**config.mk**
```make
export PLATFORM = sky130hd
export DESIGN_NAME = strided_dma_address_generator_core
export DESIGN_NICKNAME = d
export VERILOG_FILES = /design/src/rtl/sdag_pkg.sv /design/src/rtl/sdag_beat_gen.sv /design/src/rtl/strided_dma_address_generator_core.sv
export VERILOG_INCLUDE_DIRS = /design/src /design/src/rtl
export SDC_FILE = /design/constraint.sdc
export NUM_CORES = 1
export LEC_CHECK = 0
export ABC_CLOCK_PERIOD_IN_PS = 7400
export BUFFER_PORTS_ARGS = -buffer_cell sky130_fd_sc_hd__buf_2
export CORE_MARGIN = 2
export CORE_UTILIZATION = 44
export CTS_CLUSTER_SIZE = 12
export DETAILED_ROUTE_END_ITERATION = 7
export PLACE_DENSITY = 0.63
export SYNTH_ARGS = -nofsm -noshare
export SYNTH_HDL_FRONTEND = slang
export SYNTH_SLANG_ARGS = --single-unit
```
**constraint.sdc**
```tcl
create_clock -name clk -period 7.4 [get_ports clk]
set_clock_uncertainty 0.2 [all_clocks]
set_input_delay 0.74 -clock clk [delete_from_list [all_inputs] [get_ports clk]]
set_output_delay 0.74 -clock clk [all_outputs]
set_load 0.01 [all_outputs]
```
**src/rtl/strided_dma_address_generator_core_assert.svh**
```systemverilog
// Assertion macros used by the strided DMA address generator core RTL.
// Depends on a clock named clk and an active-low reset named rst_n in the including scope.
`ifndef STRIDED_DMA_ADDRESS_GENERATOR_CORE_ASSERT_SVH
`define STRIDED_DMA_ADDRESS_GENERATOR_CORE_ASSERT_SVH

// Same-cycle implication, checked outside reset.
`define SDAG_ASSERT_NOW(lbl, ante, cons, msg) \
  lbl: assert property (@(posedge clk) disable iff (!rst_n) (ante) |-> (cons)) else $error(msg);

// Next-cycle implication, checked outside reset.
`define SDAG_ASSERT_NEXT(lbl, ante, cons, msg) \
  lbl: assert property (@(posedge clk) disable iff (!rst_n) (ante) |=> (cons)) else $error(msg);

`endif

```
**src/rtl/sdag_pkg.sv**
```systemverilog
// Package for the strided DMA address generator: request and result types, constants.
// Used by sdag_beat_gen and strided_dma_address_generator_core; depends on nothing.
package sdag_pkg;

  localparam int LOCAL_W    = 12;
  localparam int MAIN_W     = 24;
  localparam int BEAT_BYTES = 8;
  localparam int BEAT_SHIFT = 3;
  localparam int ROW_W      = 9;
  localparam int CNT_W      = 8;
  localparam int SKIP_W     = 12;

  // Request function codes.
  localparam logic FUNC_START = 1'b0;
  localparam logic FUNC_TICK  = 1'b1;

  typedef struct packed {
    logic        func;
    logic [31:0] length_word;
    logic [12:0] local_address;
    logic [23:0] main_address;
    logic        to_main;
  } in_item_t;

  typedef struct packed {
    logic        beat_valid;
    logic [11:0] beat_local_address;
    logic [23:0] beat_main_address;
    logic        beat_use_imem;
    logic        beat_to_main;
    logic        last_beat;
    logic        busy_res;
  } out_item_t;

endpackage

```
**src/rtl/sdag_beat_gen.sv**
```systemverilog
// Transfer state and beat address generation for one request per enabled cycle.
// Depends on sdag_pkg for the request and result types and constants.
module sdag_beat_gen (
  input  logic              clk,
  input  logic              rst_n,
  input  logic              step_en,
  input  sdag_pkg::in_item_t  item,
  output sdag_pkg::out_item_t result,
  output logic              active
);

  logic                         active_r, active_nxt;
  logic [sdag_pkg::LOCAL_W-1:0] cur_local_r, cur_local_nxt;
  logic [sdag_pkg::MAIN_W-1:0]  cur_main_r, cur_main_nxt;
  logic [sdag_pkg::ROW_W-1:0]   row_beats_r, row_beats_nxt;
  logic [sdag_pkg::ROW_W-1:0]   beats_left_r, beats_left_nxt;
  logic [sdag_pkg::CNT_W-1:0]   rows_left_r, rows_left_nxt;
  logic [sdag_pkg::SKIP_W-1:0]  skip_r, skip_nxt;
  logic                         bank_imem_r, bank_imem_nxt;
  logic                         dir_main_r, dir_main_nxt;

  logic                         row_end;
  logic                         last;
  logic [sdag_pkg::LOCAL_W-1:0] local_inc;
  logic [sdag_pkg::MAIN_W-1:0]  main_inc;

  assign row_end   = (beats_left_r == '0);
  assign last      = row_end && (rows_left_r == '0);
  assign local_inc = cur_local_r + sdag_pkg::LOCAL_W'(sdag_pkg::BEAT_BYTES);
  assign main_inc  = cur_main_r + sdag_pkg::MAIN_W'(sdag_pkg::BEAT_BYTES);
  assign active    = active_r;

  // Next state and the result of the current request.
  always_comb begin
    active_nxt     = active_r;
    cur_local_nxt  = cur_local_r;
    cur_main_nxt   = cur_main_r;
    row_beats_nxt  = row_beats_r;
    beats_left_nxt = beats_left_r;
    rows_left_nxt  = rows_left_r;
    skip_nxt       = skip_r;
    bank_imem_nxt  = bank_imem_r;
    dir_main_nxt   = dir_main_r;
    result         = '0;

    if (item.func == sdag_pkg::FUNC_START) begin
      // The row length rounds up to whole beats, so the beat count minus one
      // is simply the length field without its low beat-offset bits.
      row_beats_nxt  = item.length_word[11:sdag_pkg::BEAT_SHIFT];
      beats_left_nxt = item.length_word[11:sdag_pkg::BEAT_SHIFT];
      rows_left_nxt  = item.length_word[19:12];
      skip_nxt       = item.length_word[31:20];
      cur_local_nxt  = item.local_address[11:0];
      bank_imem_nxt  = item.local_address[12];
      cur_main_nxt   = item.main_address;
      dir_main_nxt   = item.to_main;
      active_nxt     = 1'b1;
      result.busy_res = 1'b1;
    end else if (active_r) begin
      cur_local_nxt = local_inc;
      cur_main_nxt  = main_inc;
      if (row_end) begin
        if (last) begin
          active_nxt = 1'b0;
        end else begin
          // Next row: reload the beat count and skip ahead in main memory only.
          rows_left_nxt  = rows_left_r - 1'b1;
          beats_left_nxt = row_beats_r;
          cur_main_nxt   = main_inc + sdag_pkg::MAIN_W'(skip_r);
        end
      end else begin
        beats_left_nxt = beats_left_r - 1'b1;
      end
      result.beat_valid         = 1'b1;
      result.beat_local_address = cur_local_r;
      result.beat_main_address  = cur_main_r;
      result.beat_use_imem      = bank_imem_r;
      result.beat_to_main       = dir_main_r;
      result.last_beat          = last;
      result.busy_res           = !last;
    end
  end

  // State registers, updated only when a request is processed.
  always_ff @(posedge clk) begin
    if (!rst_n) begin
      active_r     <= 1'b0;
      cur_local_r  <= '0;
      cur_main_r   <= '0;
      row_beats_r  <= '0;
      beats_left_r <= '0;
      rows_left_r  <= '0;
      skip_r       <= '0;
      bank_imem_r  <= 1'b0;
      dir_main_r   <= 1'b0;
    end else if (step_en) begin
      active_r     <= active_nxt;
      cur_local_r  <= cur_local_nxt;
      cur_main_r   <= cur_main_nxt;
      row_beats_r  <= row_beats_nxt;
      beats_left_r <= beats_left_nxt;
      rows_left_r  <= rows_left_nxt;
      skip_r       <= skip_nxt;
      bank_imem_r  <= bank_imem_nxt;
      dir_main_r   <= dir_main_nxt;
    end
  end

endmodule

```
**src/rtl/strided_dma_address_generator_core.sv**
```systemverilog
// A request held in the input register passes through the beat generator into the result
// register whenever the result register is empty or being drained.
// Throughput: one request per cycle; the input register and the result register
// advance together whenever the result register is empty or being drained.
// Reset (rst_n, synchronous, active low) empties both registers and clears the
// transfer state, so no transfer is active afterward.
`include "strided_dma_address_generator_core_assert.svh"

module strided_dma_address_generator_core (
  input  logic                clk,
  input  logic                rst_n,
  input  logic                in_valid,
  output logic                in_ready,
  input  sdag_pkg::in_item_t  in_data,
  output logic                out_valid,
  input  logic                out_ready,
  output sdag_pkg::out_item_t out_data
);

  logic                s1_valid_r, s1_valid_nxt;
  sdag_pkg::in_item_t  s1_item_r;
  logic                out_valid_r, out_valid_nxt;
  sdag_pkg::out_item_t out_data_r;
  sdag_pkg::out_item_t step_result;
  logic                advance;
  logic                step_en;
  logic                gen_active;

  // The pipeline moves when the result register can take a new value.
  assign advance  = !out_valid_r || out_ready;
  assign in_ready = advance || !s1_valid_r;
  assign step_en  = advance && s1_valid_r;

  assign s1_valid_nxt  = (in_valid && in_ready) || (s1_valid_r && !advance);
  assign out_valid_nxt = advance ? s1_valid_r : out_valid_r;

  // Beat generator working on the registered request.
  sdag_beat_gen u_beat_gen (
    .clk     (clk),
    .rst_n   (rst_n),
    .step_en (step_en),
    .item    (s1_item_r),
    .result  (step_result),
    .active  (gen_active)
  );

  // Input register.
  always_ff @(posedge clk) begin
    if (!rst_n) begin
      s1_valid_r <= 1'b0;
    end else begin
      s1_valid_r <= s1_valid_nxt;
    end
  end

  always_ff @(posedge clk) begin
    if (in_valid && in_ready) begin
      s1_item_r <= in_data;
    end
  end

  // Result register.
  always_ff @(posedge clk) begin
    if (!rst_n) begin
      out_valid_r <= 1'b0;
    end else begin
      out_valid_r <= out_valid_nxt;
    end
  end

  always_ff @(posedge clk) begin
    if (step_en) begin
      out_data_r <= step_result;
    end
  end

  assign out_valid = out_valid_r;
  assign out_data  = out_data_r;

  // A processed start request leaves a transfer running.
  `SDAG_ASSERT_NEXT(a_start_activates, step_en && (s1_item_r.func == sdag_pkg::FUNC_START), gen_active, "start request did not activate the generator")
  // The final beat of the final row ends the transfer.
  `SDAG_ASSERT_NEXT(a_last_ends, step_en && step_result.last_beat, !gen_active, "generator still active after the last beat")
  // A held request is never dropped while the result side stalls.
  `SDAG_ASSERT_NEXT(a_hold_request, s1_valid_r && !advance, s1_valid_r && $stable(s1_item_r), "pending request lost during an output stall")
  // A beat is only produced while a transfer is running.
  `SDAG_ASSERT_NOW(a_beat_needs_active, step_en && step_result.beat_valid, gen_active, "beat produced with no active transfer")

endmodule
```
==> impl_results.md <==
- Boundary pin count: 118
- Root buffer cell: clkbuf_16
- P_leak: between 3 and 4 nW
- First-pass detailed-route iteration total: 5
- CTS max path bufs: 2
- Crit Path Max Fanout: 55
- Register area share after synthesis: 56.0%
- Commonest non-fill, non-tap cell in the layout: buf_2
- Drt via density: 5.42
- Layout cell share with drive strength beyond 1: 18.7%
- Post-DP Area: 9430 sq um
- Reg2Reg Depth: 9
- CTS Buf Count: 17
- Final hold violation count: 0
- Worst setup SP type: register
- Core area: between 15000 and 20000 sq um
- Critical path arrival: about 4.0 ns
- GR Util All Layers: 19.9%
- Final Cycle Share: 52.3%
- Final Core Density: approximately half
- Clock H-tree levels: 4
- Post-CTS setup buffers: 0
- Mapped Cells: 846
- Vias in the first global route: a little over 6000
- #FFs+latches synth: ~190
- Critical path required time: ~7.5 ns
- Residual DRC: 0
- Global-route wire length before repair: around 32000 microns
- Worst-margin pin slew: between 1 and 1.5 ns
- Post-synth EDFFs: 109
- DP Worst Slack: 3.07 ns
- Slowest CP cell: inv_2
- Post-synth ARST share: 0%
- Maxcap violations: 0
- Worst Setup End Kind: register
- Commonest non-fill, non-tap cells in the layout: 114 x buf_2, 109 x edfxtp_1, 107 x nand2_1, 79 x dfxtp_1, 78 x a21oi_1
- Nets: between 1000 and 1500
- DR vias: 6560
- Crit Reg-Reg Startpoint: out_valid$_SDFFE_PN0P_
- Grt ovf: 0
- Sequential Area: approximately 4900 sq um
- Die H: 144 microns
- CTS tree: built
- Register-to-register setup slack: approximately 3.5 ns
- Max-slew headroom: between 20% and 30%
- Critical path endpoint: u_beat_gen.rows_left_r[6]$_SDFFE_PN0P_
- Area occupied by multi-input gates: roughly 3500 sq um
- Initial core utilization: between 40% and 50%
- Start point of the critical path: out_valid$_SDFFE_PN0P_
- Die area: 20800 sq um
- Std-Cell Rows: 51
- I/O Buffers: between 100 and 150
- WL per Instance: approximately 16 microns
- Min cycle time layout: between 3 and 4 ns
- Status: finished, final reports clean
- Area delta synth->final: 15.7%
- Worst VDD drop: between 0.15 and 0.2 mV
- CTS resizes: 0
- Chip Width: around 140 microns
- CP Cell Sequence: nor2b_1, nand2b_1, inv_2, o21a_1, o21ai_0, buf_4, a21o_1, a21oi_1, nor2_1
- Unrepaired setup endpoints after global routing: false
- Post-Syn Area: between 8000 and 9000 sq um
- Hold Path Stages: 2
- Worst hold margin: about 0.25 ns
- FILL cells: between 1500 and 2000
- PwrDens: about 230 nW/um^2
- Initial antenna violation count: 0
- Dpl hpwl: about 13000 microns
- Main synth FF type: edfxtp_1
- Synth Area per Inst: about 10 sq um
- Hold Path Class: register to register
- Cts hold-fix bufs: 0
- FMAX: roughly 260 MHz
- Critical path type: register to register
- Final setup violation count: 0
- Largest net degree at the start of global routing: 100
- CTS Sinks: about 190
- Ant. Diodes: 0
- Total Wirelength: 19900 microns
- Fin. max-slew vios: 0
- Initial DRC count: 591
- Post-DRT Antenna Nets: 0
- Clk_lat worst skew: between 0.4 and 0.5 ns
- Yosys warnings: 0
- Setup TNS: 0 ns
- Clock transition at path regs: approximately 0.070 ns
- Final WS setup: around 3.5 ns
- CP peak stage delay: 0.96 ns
- Synth Net Count: 939
- FF-to-FF End: u_beat_gen.rows_left_r[6]$_SDFFE_PN0P_
- Routability Congestion: between 0.8 and 0.9
- Synth cell types: between 60 and 70
- Fin area: 10000 sq um
-- through the flow --
| stage | instances | total power, mW |
|---|---|---|
| finish | 1211 | 2.32 |
| global route | 1211 | 2.41 |
| CTS | 1211 | 2.33 |
| detailed placement | 1179 | 1.41 |
| global placement | 1179 | 1.41 |
| floorplan | 846 | 1.34 |
-- Yosys cell counts, types with 2 or more instances --
cell type | number | area [sq um]
o211ai_1 | 13 | 97.6
a211oi_1 | 23 | 173
inv_1 | 19 | 71.3
nor2_1 | 50 | 188
a31oi_1 | 8 | 50.1
or3_1 | 9 | 56.3
a21oi_1 | 78 | 390
a2111oi_0 | 2 | 17.5
xor2_1 | 12 | 105
and2_1 | 5 | 31.3
o221a_2 | 2 | 22.5
a32o_1 | 2 | 20.0
a311oi_1 | 2 | 17.5
nor3_1 | 24 | 120
o21bai_1 | 2 | 15.0
nor2b_1 | 9 | 56.3
clkbuf_1 | 42 | 158
nand2b_1 | 5 | 31.3
o22ai_1 | 8 | 50.1
xnor2_1 | 23 | 201
a221oi_1 | 2 | 17.5
a21oi_2 | 2 | 17.5
and4_1 | 7 | 61.3
a2111oi_2 | 2 | 30.0
nand3_1 | 21 | 105
nor3b_1 | 6 | 45.0
a21o_1 | 4 | 30.0
o21a_1 | 5 | 37.5
o31a_1 | 3 | 26.3
a211o_1 | 2 | 17.5
nand3b_1 | 2 | 15.0
nor4_2 | 2 | 25.0
edfxtp_1 | 109 | 3270
ha_1 | 17 | 213
buf_2 | 9 | 45.0
mux2i_1 | 3 | 30.0
dfxtp_1 | 79 | 1580
buf_1 | 3 | 11.3
and3_1 | 43 | 269
o21ai_0 | 37 | 185
nand2_1 | 107 | 402
nor4_1 | 5 | 31.3
o21ai_1 | 4 | 20.0
nand4_1 | 9 | 56.3
-- registers in the layout (all words and copies together) (netlist names) --
register / cells
u_beat_gen.cur_local_r: 12
s1_valid_r: 1
u_beat_gen.beats_left_r: 9
u_beat_gen.dir_main_r: 1
u_beat_gen.rows_left_r: 8
u_beat_gen.row_beats_r: 9
out_data: 41
s1_item_r: 68
u_beat_gen.cur_main_r: 24
out_valid: 1
u_beat_gen.bank_imem_r: 1
u_beat_gen.active: 1
u_beat_gen.skip_r: 12
-- per-layer routing --
| metal | track usage, % | share of wire [%] |
|---|---|---|
| met1 | 26.9 | 46 |
| met5 | 0 | 0 |
| met2 | 32.5 | 48 |
| met3 | 3.87 | 4.1 |
| met4 | 6.29 | 1.6 |
-- critical path: cells and delay by family (launching register included) --
family / cells / cell delay, ns
buffers and inverters: 2 / 1.21
flip-flops: 1 / 0.31
AO/OA/AOI/OAI: 4 / 1.38
AND/OR/NAND/NOR: 3 / 0.64
-- final cells by class --
class	instances	share of cell area, %
timing repair buffer	123	6.36
sequential	188	48.4
clock inverter	13	1.25
inverter	20	0.749
multi-input combinational	583	35.2
clock buffer	19	4.74
tap	265	3.31
-- worst min path at each step --
stage	start	to
global route	in_data[70]	s1_item_r[70]$_DFFE_PP_
detailed placement	u_beat_gen.bank_imem_r$_SDFFE_PN0P_	u_beat_gen.bank_imem_r$_SDFFE_PN0P_
global placement	u_beat_gen.cur_local_r[2]$_SDFFE_PN0P_	u_beat_gen.cur_local_r[2]$_SDFFE_PN0P_
finish	u_beat_gen.bank_imem_r$_SDFFE_PN0P_	u_beat_gen.bank_imem_r$_SDFFE_PN0P_
CTS	u_beat_gen.bank_imem_r$_SDFFE_PN0P_	u_beat_gen.bank_imem_r$_SDFFE_PN0P_
floorplan	u_beat_gen.bank_imem_r$_SDFFE_PN0P_	u_beat_gen.bank_imem_r$_SDFFE_PN0P_
-- logic make-up after synthesis --
group,synth area share (%)
adder cells (fa/ha/maj),2.68
buffers and inverters,3.42
AO/OA/AOI/OAI,15.5
multiplexers,0.476
AND/OR/NAND/NOR,18.4
XOR/XNOR,3.54
flip-flops,56.0
-- report_power, final --
| part | internal, mW | leakage (nW) | total (mW) | switching (mW) |
|---|---|---|---|---|
| clock network | 0.512 | 0.298 | 0.926 | 0.414 |
| registers | 1.16 | 1.70 | 1.19 | 0.0323 |
| logic | 0.0736 | 1.73 | 0.202 | 0.128 |
Note: power is estimated with default switching activity, not from simulation.
